File: src/hw/rtl/rppsc_pkg.sv
`default_nettype none
// ----------------------------------------------------------------------------
// rppsc_pkg: shared types and constants of the radar point polar converter
// Cell data types, pipeline depths and the CORDIC arctangent steps.
// ----------------------------------------------------------------------------
package rppsc_pkg;

    localparam int DEF_ANGLE_BITS    = 16;
    localparam int DEF_CORDIC_STAGES = 16;

    // Square root chain: two radicand bits per cell.
    localparam int SQ_STAGES = 25;
    // Divider chain: one quotient bit per cell.
    localparam int DIV_STAGES = 16;
    // Normalizing shift: shifts of 16, 8, 4, 2 and 1.
    localparam int NORM_STAGES = 5;
    localparam int NORM_TARGET = 29;
    localparam int MAX_CORDIC  = 24;

    typedef enum logic [2:0] {
        REG_MIN_RANGE  = 3'd0,
        REG_EGO_X      = 3'd1,
        REG_EGO_Y      = 3'd2,
        REG_EGO_Z      = 3'd3,
        REG_STATIC_THR = 3'd4
    } reg_idx_t;

    typedef struct packed {
        logic [49:0] src;
        logic [24:0] root;
        logic [26:0] rem;
    } sqrt_t;

    typedef struct packed {
        logic [15:0] num;
        logic [24:0] rem;
        logic [24:0] den;
        logic [15:0] quo;
    } div_t;

    typedef struct packed {
        logic signed [33:0] x;
        logic signed [33:0] y;
        logic [31:0]        z;
    } cor_t;

    typedef struct packed {
        cor_t        c;
        logic [30:0] mag;
    } norm_t;

    // atan(2^-i), full circle is 2^32.
    function automatic logic [31:0] atan_step(input int i);
        case (i)
            0:       return 32'h20000000;
            1:       return 32'h12E4051E;
            2:       return 32'h09FB385B;
            3:       return 32'h051111D4;
            4:       return 32'h028B0D43;
            5:       return 32'h0145D7E1;
            6:       return 32'h00A2F61E;
            7:       return 32'h00517C55;
            8:       return 32'h0028BE53;
            9:       return 32'h00145F2F;
            10:      return 32'h000A2F98;
            11:      return 32'h000517CC;
            12:      return 32'h00028BE6;
            13:      return 32'h000145F3;
            14:      return 32'h0000A2FA;
            15:      return 32'h0000517D;
            16:      return 32'h000028BE;
            17:      return 32'h0000145F;
            18:      return 32'h00000A30;
            19:      return 32'h00000518;
            20:      return 32'h0000028C;
            21:      return 32'h00000146;
            22:      return 32'h000000A3;
            23:      return 32'h00000051;
            default: return 32'h00000000;
        endcase
    endfunction

endpackage
`default_nettype wire

File: src/hw/rtl/rppsc_sqrt_cell.sv
`default_nettype none
// ----------------------------------------------------------------------------
// rppsc_sqrt_cell: one step of a pipelined integer square root
// Brings in two radicand bits and decides one root bit.
// ----------------------------------------------------------------------------
module rppsc_sqrt_cell (
    input  logic              clk,
    input  logic              en,
    input  rppsc_pkg::sqrt_t  d,
    output rppsc_pkg::sqrt_t  q
);
    rppsc_pkg::sqrt_t cell_reg;
    rppsc_pkg::sqrt_t cell_next;
    logic [28:0]      rem2;
    logic [28:0]      trial;

    always_comb
    begin
        rem2          = {d.rem, d.src[49:48]};
        trial         = {2'b00, d.root, 2'b01};
        cell_next.src = {d.src[47:0], 2'b00};
        if (rem2 >= trial)
        begin
            cell_next.rem  = 27'(rem2 - trial);
            cell_next.root = {d.root[23:0], 1'b1};
        end
        else
        begin
            cell_next.rem  = rem2[26:0];
            cell_next.root = {d.root[23:0], 1'b0};
        end
    end

    always_ff @(posedge clk)
    begin
        if (en)
        begin
            cell_reg <= cell_next;
        end
    end

    assign q = cell_reg;
endmodule
`default_nettype wire

File: config.mk
export PLATFORM = sky130hd
export DESIGN_NAME = rppsc_sqrt_cell
export DESIGN_NICKNAME = d
export VERILOG_FILES = /design/src/hw/rtl/rppsc_pkg.sv /design/src/hw/rtl/rppsc_sqrt_cell.sv
export SDC_FILE = /design/constraint.sdc
export NUM_CORES = 1
export LEC_CHECK = 0
export ABC_AREA = 1
export BUFFER_PORTS_ARGS = -buffer_cell sky130_fd_sc_hd__buf_2
export CAP_MARGIN = 20
export CORE_ASPECT_RATIO = 1.25
export CORE_MARGIN = 1.5
export CORE_UTILIZATION = 40
export DETAILED_ROUTE_END_ITERATION = 6
export PLACE_DENSITY = 0.76
export RECOVER_POWER = 50
export SLEW_MARGIN = 0
export SYNTH_ARGS = -nofsm -noshare
export SYNTH_HDL_FRONTEND = slang
export SYNTH_SLANG_ARGS = --single-unit
export TNS_END_PERCENT = 5
File: constraint.sdc
create_clock -name clk -period 1.95 [get_ports clk]
set_input_delay 0.0975 -clock clk [delete_from_list [all_inputs] [get_ports clk]]
set_output_delay 0.0975 -clock clk [all_outputs]
set_load 0.02 [all_outputs]
* Word-level counts from Yosys, hierarchy flattened
Index checks and enable logic that the tools add are counted.
Word-level totals: input port bits 104, word-level logic and storage cells 6, output and inout port bits 102, flip-flop bits (word level) 100
Cells by class: multiplexer cells 1, order comparisons 1, $add $sub $neg 1
Operators by type and width (number):
- >= comparator 29 x 27 -> 1 bit | 1
- two-way mux 28 bit | 1
- subtractor 27 bit | 1

* Logic depth before layout (Yosys ltp)
Gate-level depths: netlist (run 1).
depth in word-level cells 2, depth in mapped cells 16

* Worst setup path before layout (run 1)
OpenSTA, ideal clock, no wires.
kind input to register, start input port d[42] (netlist name), end register cell_reg, in the netlist q[0], data pin, path slack 0.274 ns, buffers on the path 2, stages 12, arrival 1.425 ns, setup time 0.251 ns, required time 1.699 ns, cells stage by stage inv_1 ha_1 nand2_2 nor2_2 nand2_2 nor2_2 nand3_1 and3_1 buf_6 buf_8 nand3_2 nand2_2
RTL lines:
- from (decl) | RTL line rppsc_sqrt_cell.sv:9 | input rppsc_pkg::sqrt_t d,
- to (signal assigned) | RTL line rppsc_sqrt_cell.sv:38 | cell_reg <= cell_next;
- to (decl) | RTL line rppsc_sqrt_cell.sv:12 | rppsc_pkg::sqrt_t cell_reg;

==> summary by stage, run 1 <==
Critical path
The slowest stage of the critical path belongs to the cell sky130_fd_sc_hd__ha_1. By startpoint and endpoint, the worst setup path is classified as input pin to flip-flop. The startpoint type of the worst setup path is an input pin. Counting stages on the worst path, the most repeated cell is sky130_fd_sc_hd__nand2_1. The kind of end point of the critical path is a flip-flop. The required time at the worst-slack endpoint is 2.06 ns. Data arrives at the worst endpoint at 1.79 ns.

The most critical setup path has its startpoint at d[20]. The critical path goes through buf_2 > ha_1 > nand2_1 > nand2_1 > nand2_1 > nand2_1 > nand2_1 > nand2_1 > a21oi_1 > nand3_2 > buf_4 > nand2_1 > nand2_1. The buffers plus inverters on the worst setup path is 2. In this run the worst path has a maximum fanout of 8. The critical path's largest stage delay is 0.35 ns.

The dominant delay contributor by cell family on the critical path is simple AND/OR/NAND/NOR gates.

Synthesis
By area, the combinational part of the netlist is dominated by simple AND/OR/NAND/NOR gates. The synthesized netlist devotes 1.56% of its cell area to compound gates. After synthesis, the cell types taking the most area are sky130_fd_sc_hd__edfxtp_1 (52%), sky130_fd_sc_hd__nand2_1 (13%), sky130_fd_sc_hd__inv_1 (8.2%), sky130_fd_sc_hd__ha_1 (5.8%), sky130_fd_sc_hd__nand3_2 (3.8%). The distinct cell type count after synthesis is 29. The top flip-flop cell by instance count after synthesis is sky130_fd_sc_hd__edfxtp_1. The number of warnings issued by yosys is 0. Summed over its instances, the top area cell type makes up 52.0% of the synthesized netlist area.

The portion of the post-synthesis area used by sequential elements is 52.0%. The number of synthesized flops with an enable pin is 100. The mux cell area share after synthesis is 0%.

The cell area after synthesis is 0.00578 mm^2. The post-synthesis sequential element count is 100. The arithmetic-cell share of the synthesized area counting full adders, half adders and majority gates is 5.85%. The simple-gate portion of the synthesized area is 28.0%.

In the synthesized netlist, the number of instances is 639. The post-synthesis average cell area is 9.04 um^2. The xor-xnor portion of the synthesized cell area is 2.12%. The most area-hungry cell type in the Yosys netlist is sky130_fd_sc_hd__edfxtp_1.

The fraction of synthesis flops using an asynchronous set or reset pin is 0%.

Run
The tool flagged a number of max-cap violations equal to 1.

Power and ir drop
The completed layout was analyzed and its total power is 6.06 mW. Power spread over the standard cell area amounts to 719 mW/mm^2. IR analysis of the VDD net gives a maximum drop of 0.565 mV.

For this design the static power due to leakage is 4.29 nW.

Routing
The number of detailed-route iterations in the first pass is 4. In the final routed layout, each cell accounts on average for 13.8 um. The top routing layer in use is met4.

The routed wire length is 16000 um. After detailed routing, the number of remaining DRC violations is 0. The residual antenna-violating net count after detailed routing is 0.

In the detailed route, the total length drawn on met3 is 765 um. The per-cell via count in the routed design is 4.54. The length of routed wiring on met1 is 6190 um. For this block, the via count after detailed routing is 5272. Wire segments on met2 add up to 8570 um in the final route. The detailed router finished its first iteration with 287 violations.

Timing
The routed design could run at a clock period as short as 1.68 ns. The final-report hold violation count was 0. Headroom to the max-slew limit came out at -3.41%. In the finished design, the share of the clock period the worst path needs comes to 86.0%.

The achievable frequency is 596 MHz. Setup slack closes at 0.273 ns. Setup violations remaining at the end of the flow were counted as 0.

Setup repair after global routing left no endpoint under its margin. The slew at the pin closest to its max-slew limit is 1.55 ns. For the final routed database, the setup TNS stands at 0 ns. The final max-slew violation count is 65.

Global routing
The first global-routing pass estimated 25500 um of wire. The number of global-route vias before repair came to 5416. The largest net degree at the start of global routing is 65.

The number of antenna violations at the first check in global routing is 0. The overall global routing resource usage is 21.4%. The total overflow left after global routing is 0.

Floorplanning
Row generation in the floorplan step produced 48 rows. The core region is 0.0139 mm^2. The I/O pin total is 206. In this run the vertical extent of the chip is 137 um. For this configuration, the core starts out at a cell density of 41.5%. The die covers 0.0152 mm^2. From left edge to right edge, the die measures 111 um.

Min path
The startpoint of the worst hold path is d[9]. The path class of the lowest-slack min-delay path is input pin to flip-flop.

Clock tree
The total clock buffers created by CTS is 9. The clock-pin slew on the worst setup and hold paths is 0.07 ns. The H-tree was split into 3 levels.

Buffers added to address setup during post-CTS repair amount to 0. The library cell used as clock root buffer is sky130_fd_sc_hd__clkbuf_16. No sink is reached through more buffers than the 2 on the longest clock path. The clock net in this run drives a total of 100 sinks. The CTS tree is built.

Final layout
The number of diodes added for antenna fixing is 0. At the end of the flow the core is filled with cells to 60.5%. After the flow finishes, the layout carries non-filler instances totaling 1161. The library cell used most frequently in the layout, excluding fill and tap cells, is sky130_fd_sc_hd__nand2_1.

The number of flip-flops in the largest register is 100. The final net count is 1112. In the layout the commonest cells are sky130_fd_sc_hd__nand2_1 (195), sky130_fd_sc_hd__buf_2 (194), sky130_fd_sc_hd__inv_1 (126). The area growth from synthesis to layout is 46.0%.

The post-route netlist has 34.3% of its cells at a drive strength greater than 1.

Place
The congestion estimate from routability-driven global placement came to 0.976. During placement, the flow inserted port buffers numbering 203. The count of placed standard cells including taps is 1073. Detailed placement ended at an HPWL of 12300 um. The post-place setup slack is -0.0874 ns.

Run status
The run finished, with violations left. The checks that failed: capacitance limit, slew limit.
-- path summary, 6_finish.rpt --
kind                              end  slack [ns]  cells after the start
worst max-delay path  q[13]$_DFFE_PP_        0.27                     13
worst min-delay path  q[11]$_DFFE_PP_        0.06                      3
-- cell type report --
| cell class | count | area, um^2 |
|---|---|---|
| well taps | 175 | 219 |
| inverters | 128 | 480 |
| multi-input cells | 402 | 2180 |
| clock inverters | 6 | 48.8 |
| fillers | 1234 | 5500 |
| clock buffers | 10 | 229 |
| flip-flops and latches | 100 | 3000 |
| repair buffers | 340 | 2280 |
-- cells in the mapped netlist (4+ instances only) --
library cell and instances:
sky130_fd_sc_hd__inv_1 126, sky130_fd_sc_hd__edfxtp_1 100, sky130_fd_sc_hd__nand2_2 28, sky130_fd_sc_hd__buf_6 4
sky130_fd_sc_hd__a21oi_1 12, sky130_fd_sc_hd__nand3_2 22, sky130_fd_sc_hd__nor3_1 4, sky130_fd_sc_hd__nand2_1 195
sky130_fd_sc_hd__nand3_1 41, sky130_fd_sc_hd__nor2_1 27, sky130_fd_sc_hd__xor2_1 12, sky130_fd_sc_hd__nand4_1 12
sky130_fd_sc_hd__nor2_2 8, sky130_fd_sc_hd__ha_1 27
-- where the power goes --
| group | internal, mW | switching, mW |
|---|---|---|
| sequential | 2.63 | 0.0516 |
| clock | 0.876 | 0.805 |
| combinational | 0.707 | 0.995 |
| total | 4.21 | 1.85 |
-- logic make-up (layout without fill, tap and decap cells) --
family	after synthesis	in the layout
XOR/XNOR	14	14
other	1	2
AO/OA/AOI/OAI	17	17
flip-flops	100	100
adder cells (fa/ha/maj)	27	27
AND/OR/NAND/NOR	342	342
buffers and inverters	138	484
-- through the flow --
step / instance area [um^2] / hold slack, ns
6_report: 8430 / 0.0609
2_1_floorplan: 5780 / 0.196
5_1_grt: 8430 / 0.0705
3_5_place_dp: 7460 / 0.276
3_3_place_gp: 7460 / 0.274
4_1_cts: 8460 / 0.0518
-- timing repair --
action	4_1_cts	5_1_grt
gates resized for setup	0	0
hold buffers	72	0
endpoints found under the hold margin	72	0
-- layer usage --
metal,vias to the layer above,GRT usage (%)
met5,-,0
met4,0,9.05
met3,33,4.58
met2,166,40.9
met1,2353,22.8
li1,2720,-
No activity file was read; power rests on OpenSTA's default activity.
==> run 2: changes to the inputs <==
- RECOVER_POWER: 50 -> not set
- SLEW_MARGIN: 0 -> 15
==> run 2 against run 1 <==
Net effect:
- the run now ends clean
- global-route usage is the same
- first-iteration DRC count is 7.0% higher
- via count hardly changed
- clock power hardly changed
- setup slack about the same
- critical path depth stayed put
- hold slack improved by 0.0012 ns
- maximum frequency barely moved
- count of clock-buffer cells in the layout stayed put
- routed wire length decreased by 0.12%
- design area rose by 0.31%
- sequential power barely moved
==> summary by stage, run 2 (synthesized netlist as in run 1, its figures left out) <==
Power and ir drop
The power per cell area is 717 mW/mm^2 (was 719 mW/mm^2). The leakage dissipation is 4.31 nW (was 4.29 nW). The peak ir drop on the vdd network is 0.566 mV (was 0.565 mV). The power consumption came to 6.06 mW (about the same).

Clock tree
The number of post-CTS setup repair buffers is 0 (unchanged). The total clock buffers created by CTS is 9 (unchanged). The library cell used as clock root buffer is sky130_fd_sc_hd__clkbuf_16 (unchanged). The number of resized instances in the post-cts repair step came to 0 (unchanged). The number of buffers inserted for hold repair after clock tree synthesis is 72 (unchanged).

The maximum number of buffers from clock root to sink was 2 (unchanged). The H-tree depth is 3 (unchanged). The number of sinks driven by the clock tree came to 100 (unchanged).

The clock-pin slew on the worst setup and hold paths is 0.07 ns (about the same). The CTS tree was built (unchanged).

Timing
The achievable frequency is 597 MHz (was 596 MHz). The total negative setup slack came to 0 ns (unchanged). The post-route fraction of the period consumed by the critical path was 86.0% (about the same). The final worst hold slack is 0.0621 ns (was 0.0609 ns). The final critical-path required period is 1.68 ns (about the same). Setup repair after global routing missed its margin: false (unchanged). The final count of negative-setup-slack endpoints came to 0 (unchanged). The final worst-path setup slack is 0.274 ns (was 0.273 ns). The final-report hold violation count is 0 (unchanged). The final max-slew violation count is 0 (was 65).

Routing
The via count is 5270 (was 5272). The wire length per cell is 13.8 um (about the same). The routed wire length is 16000 um (about the same).

The DRC violation total after the first TritonRoute iteration is 307 (was 287). The DRC violation count after routing is 0 (unchanged). The residual antenna-violating net count after detailed routing is 0 (unchanged). The per-cell via count in the routed design is 4.54 (about the same). The number of detailed-route iterations in the first pass was 4 (unchanged).

Min path
The endpoint of the worst hold-timing path is q[11]$_DFFE_PP_ (unchanged). The path class of the lowest-slack min-delay path is input pin to flip-flop (unchanged). The worst hold path depth is 3 (unchanged). The startpoint of the worst hold path is d[9] (unchanged).

Final layout
The area taken by flip-flops and latches is 0.00300 mm^2 (unchanged). The non-filler instance count after layout is 1161 (unchanged). The most common library cell in the layout ignoring fill and taps is sky130_fd_sc_hd__buf_2 (was sky130_fd_sc_hd__nand2_1). The utilization of the core after routing came to 60.7% (was 60.5%). The total area of multi-input combinational cells is 0.00218 mm^2 (unchanged). The number of flip-flops in the largest register is 100 (unchanged).

The area growth from synthesis to layout came to 46.4% (was 46.0%). Commonest non-fill, non-tap cells in the layout: sky130_fd_sc_hd__buf_2 (202), sky130_fd_sc_hd__nand2_1 (195), sky130_fd_sc_hd__inv_1 (126) (was sky130_fd_sc_hd__nand2_1 (195), sky130_fd_sc_hd__buf_2 (194), sky130_fd_sc_hd__inv_1 (126)). The fraction of layout instances using a drive strength above 1 is 35.0% (was 34.3%). The number of diodes added for antenna fixing is 0 (unchanged). The final non-filler cell area is 0.00846 mm^2 (was 0.00843 mm^2). The final net count came to 1112 (unchanged). The fill cell total of the finished layout is 1225 (was 1234).

Global routing
The number of antenna violations at the first check in global routing came to 0 (unchanged). The overall global routing resource usage is 21.4% (unchanged). The wire length of the first global-routing pass is 25500 um (unchanged). The largest net degree at the start of global routing was 65 (unchanged). The number of global-route vias before repair is 5416 (unchanged). The overflow left after global routing came to 0 (unchanged).

Floorplanning
The horizontal die dimension is 111 um (unchanged). The number of standard-cell rows in the floorplan is 48 (unchanged). The overall die area came to 0.0152 mm^2 (unchanged). The core box area is 0.0139 mm^2 (unchanged). The effective utilization at floorplan is 41.5% (unchanged). The I/O pin total is 206 (unchanged). The die height is 137 um (unchanged).

Place
The post-place setup slack is -0.0874 ns (unchanged). The count of input and output buffers is 203 (unchanged). The placed cell area is 0.00746 mm^2 (unchanged). The estimated wirelength of the detail-placed design is 12300 um (unchanged). The count of placed standard cells including taps is 1073 (unchanged). The weighted congestion at the end of routability-driven global placement came to 0.976 (unchanged).

Critical path
The startpoint type of the worst setup path was an input pin (unchanged). The required time at the worst-slack endpoint came to 2.06 ns (about the same). The kind of end point of the critical path is a flip-flop (unchanged). The worst setup path category is input pin to flip-flop (unchanged). The peak fanout along the critical path was 8 (unchanged). The arrival time of the worst setup path was 1.79 ns (about the same).

Run status
Status: finished, final reports clean (was finished with violations).

Run
The number of violations of the max-capacitance limit is 0 (was 1).
run 2: metal layers:
layer / track usage (%) / vias up / part of all wire (%)
met2: 40.9 / 164 / 53
met1: 22.8 / 2353 / 39
met4: 9.05 / 0 / 3.0
met3: 4.58 / 33 / 5.0
met5: 0 / - / 0
li1: - / 2720 / -
run 2: area by class of cell:
cell class              count  share of cell area (%)
clock inverters             6                   0.577
repair buffers            340                    27.2
inverters                 128                    5.68
multi-input cells         402                    25.7
flip-flops and latches    100                    35.5
well taps                 175                    2.59
clock buffers              10                    2.71
run 2: worst max path at each step:
stage	endpoint	from
2_1_floorplan	q[0]$_DFFE_PP_	d[42]
3_3_place_gp	q[1]$_DFFE_PP_	d[20]
3_5_place_dp	q[13]$_DFFE_PP_	d[20]
4_1_cts	q[13]$_DFFE_PP_	d[20]
5_1_grt	q[1]$_DFFE_PP_	d[20]
6_report	q[13]$_DFFE_PP_	d[20]
run 2: worst max-delay path, cell delays in order:
cell and delay (ns):
sky130_fd_sc_hd__buf_2 0.11, sky130_fd_sc_hd__ha_1 0.35, sky130_fd_sc_hd__nand2_1 0.11, sky130_fd_sc_hd__nand2_1 0.06, sky130_fd_sc_hd__nand2_1 0.06, sky130_fd_sc_hd__nand2_1 0.07, sky130_fd_sc_hd__nand2_1 0.09, sky130_fd_sc_hd__nand2_1 0.09
sky130_fd_sc_hd__a21oi_1 0.18, sky130_fd_sc_hd__nand3_2 0.20, sky130_fd_sc_hd__buf_4 0.24, sky130_fd_sc_hd__nand2_1 0.08, sky130_fd_sc_hd__nand2_1 0.05
run 2: power breakdown:
group	internal, mW	total [mW]	leakage, nW	switching (mW)
clock network	0.877	1.68	0.131	0.805
registers	2.62	2.67	0.979	0.0516
logic	0.713	1.71	3.20	0.996
total	4.21	6.06	4.31	1.85
==> run 3: changes to the inputs <==
- REMOVE_ABC_BUFFERS: not set -> 1
- SETUP_SLACK_MARGIN: not set -> 0.1
- clock period: 1.95 -> 1.9 ns (I/O delays scaled with it)
==> run 3 against run 2 <==
Net effect:
- power increased by 3.5%
- sequential power rose by 3%
- setup slack better by 0.0037 ns
- die area did not move
- count of clock-buffer cells in the layout fell by 1
- routed wire length is 3.7% higher
- utilization decreased by 0.29 points
- sequential cell count did not move
- sequential share of layout area is 0.17 points higher
- critical endpoint is now q[9]$_DFFE_PP_
- highest routed layer unchanged
==> summary by stage, run 3 (synthesized netlist as in run 1, its figures left out) <==
Final layout
The number of flip-flops in the largest register is 100 (unchanged). The non-filler instance count after layout is 1158 (was 1161). The final net count is 1109 (was 1112).

Commonest non-fill, non-tap cells in the layout: sky130_fd_sc_hd__buf_2 (202), sky130_fd_sc_hd__nand2_1 (194), sky130_fd_sc_hd__inv_1 (126) (was sky130_fd_sc_hd__buf_2 (202), sky130_fd_sc_hd__nand2_1 (195), sky130_fd_sc_hd__inv_1 (126)). The final non-filler cell area is 0.00842 mm^2 (was 0.00846 mm^2). The area growth from synthesis to layout is 45.7% (was 46.4%).

The number of diodes added for antenna fixing was 0 (unchanged). The fraction of layout instances using a drive strength above 1 is 35.2% (was 35.0%). The most common library cell in the layout ignoring fill and taps is sky130_fd_sc_hd__buf_2 (unchanged). The fill cell total of the finished layout is 1211 (was 1225).

Routing
The number of detailed-route iterations in the first pass is 5 (was 4). The residual antenna-violating net count after detailed routing was 0 (unchanged). The DRC violation total after the first TritonRoute iteration is 259 (was 307). The per-cell via count in the routed design is 4.60 (was 4.54).

The routed wire length is 16600 um (was 16000 um). The DRC violation count after routing is 0 (unchanged). The via count is 5332 (was 5270).

The wire length per cell is 14.3 um (was 13.8 um).

Min path
The startpoint of the worst hold path is d[49] (was d[9]). The endpoint of the worst hold-timing path is q[50]$_DFFE_PP_ (was q[11]$_DFFE_PP_). The worst hold path depth is 2 (was 3). The path class of the lowest-slack min-delay path is input pin to flip-flop (unchanged).

Clock tree
The library cell used as clock root buffer was sky130_fd_sc_hd__clkbuf_16 (unchanged). The clock-pin slew on the worst setup and hold paths is 0.08 ns (was 0.07 ns). The H-tree depth came to 3 (unchanged).

The total clock buffers created by CTS is 9 (unchanged). The CTS tree is built (unchanged). The number of post-CTS setup repair buffers is 0 (unchanged).

The number of sinks driven by the clock tree is 100 (unchanged). The maximum number of buffers from clock root to sink is 2 (unchanged).

Global routing
The global routing's busiest layer is met2 (unchanged). The largest net degree at the start of global routing is 51 (was 65). The met2 track utilization from global routing is 42.9% (was 40.9%).

The global-route track usage on met3 was 4.58% (unchanged). The global-route track usage on met1 is 24.3% (was 22.8%). The number of antenna violations at the first check in global routing was 0 (unchanged). The overall global routing resource usage is 22.2% (was 21.4%). The overflow left after global routing is 0 (unchanged). The number of global-route vias before repair was 5479 (was 5416). The wire length of the first global-routing pass is 26500 um (was 25500 um).

Critical path
The arrival time of the worst setup path was 1.72 ns (was 1.79 ns). The kind of end point of the critical path was a flip-flop (unchanged). The required time at the worst-slack endpoint is 1.99 ns (was 2.06 ns). The worst setup path category is input pin to flip-flop (unchanged). The startpoint type of the worst setup path is an input pin (unchanged). The peak fanout along the critical path is 9 (was 8).

Power and ir drop
The peak ir drop on the vdd network was 0.374 mV (was 0.566 mV). The leakage dissipation came to 4.30 nW (was 4.31 nW). The power per cell area is 746 mW/mm^2 (was 717 mW/mm^2).

Floorplanning
The effective utilization at floorplan came to 41.5% (unchanged). The horizontal die dimension is 111 um (unchanged). The core box area came to 0.0139 mm^2 (unchanged). The overall die area came to 0.0152 mm^2 (unchanged).

The number of standard-cell rows in the floorplan came to 48 (unchanged). The I/O pin total is 206 (unchanged). The die height is 137 um (unchanged).

Timing
The final worst hold slack is 0.0183 ns (was 0.0621 ns). The final max-slew violation count is 0 (unchanged). The final critical-path required period is 1.62 ns.

The final-report hold violation count is 0 (unchanged). Setup repair after global routing missed its margin: false (unchanged). The post-route fraction of the period consumed by the critical path is 85.4%. The total negative setup slack was 0 ns (unchanged). Derived from the worst setup path, the maximum achievable clock frequency is 616 MHz.

The final count of negative-setup-slack endpoints came to 0 (unchanged). The final worst-path setup slack is 0.277 ns (was 0.274 ns).

Place
The estimated wirelength of the detail-placed design is 12300 um (about the same). The placed cell area is 0.00743 mm^2 (was 0.00746 mm^2). The weighted congestion at the end of routability-driven global placement was 0.970 (was 0.976). The count of input and output buffers came to 203 (unchanged). The count of placed standard cells including taps came to 1072 (was 1073). The post-place setup slack is -0.0698 ns (was -0.0874 ns).

Run
The number of violations of the max-capacitance limit is 0 (unchanged).

Run status
Status: finished, final reports clean (unchanged).
-- run 3: worst max-delay path by stage --
stage / startpoint / endpoint / slack, ns / cells after the start
after floorplan: d[36] / q[11]$_DFFE_PP_ / -0.05 / 10
after global placement: d[44] / q[25]$_DFFE_PP_ / -0.05 / 13
after detailed placement: d[41] / q[11]$_DFFE_PP_ / -0.07 / 14
after CTS: d[41] / q[16]$_DFFE_PP_ / 0.29 / 14
after global routing: d[41] / q[11]$_DFFE_PP_ / 0.11 / 14
final: d[41] / q[9]$_DFFE_PP_ / 0.28 / 12
-- run 3: worst max-delay path, cell delays in order --
cell and delay, ns:
sky130_fd_sc_hd__buf_2 0.10, sky130_fd_sc_hd__inv_1 0.04, sky130_fd_sc_hd__ha_1 0.37, sky130_fd_sc_hd__nand2_2 0.10, sky130_fd_sc_hd__nor2_2 0.20, sky130_fd_sc_hd__nand2_2 0.08
sky130_fd_sc_hd__nor2_2 0.12, sky130_fd_sc_hd__nand3_1 0.07, sky130_fd_sc_hd__and3_1 0.18, sky130_fd_sc_hd__buf_4 0.20, sky130_fd_sc_hd__nand3_2 0.09, sky130_fd_sc_hd__nand2_2 0.06
-- run 3: area by class of cell --
type	instances	area, um^2	share of cell area, %
clock inverters	7	58.8	0.698
clock buffers	9	225	2.67
inverters	128	480	5.71
well taps	175	219	2.60
multi-input cells	402	2180	25.9
flip-flops and latches	100	3000	35.7
repair buffers	337	2250	26.7
-- run 3: power by group --
group	leakage (nW)	internal [mW]	switching [mW]
sequential	0.979	2.69	0.0539
combinational	3.18	0.720	1.03
clock	0.134	0.910	0.871
total	4.30	4.32	1.96
-- run 3: per-stage QoR --
step / util (%) / power (mW)
3_5_place_dp: 53.3 / 4.42
4_1_cts: 60.4 / 6.31
2_1_floorplan: - / 3.72
3_3_place_gp: 53.3 / 4.39
5_1_grt: 60.4 / 6.59
6_report: 60.4 / 6.28
-- run 3: routing by layer --
metal	wire length (um)	up-vias	part of all wire (%)
li1	-	2708	-
met1	6520	2423	39
met2	8870	183	53
met3	908	18	5.5
met4	285	0	1.7
met5	0	-	0
-- run 3: timing repair --
item | CTS | global route
gates resized for setup | 0 | 2
hold endpoints to repair | 70 | 0
hold buffers | 70 | 0
endpoints found under the setup margin | 0 | 20
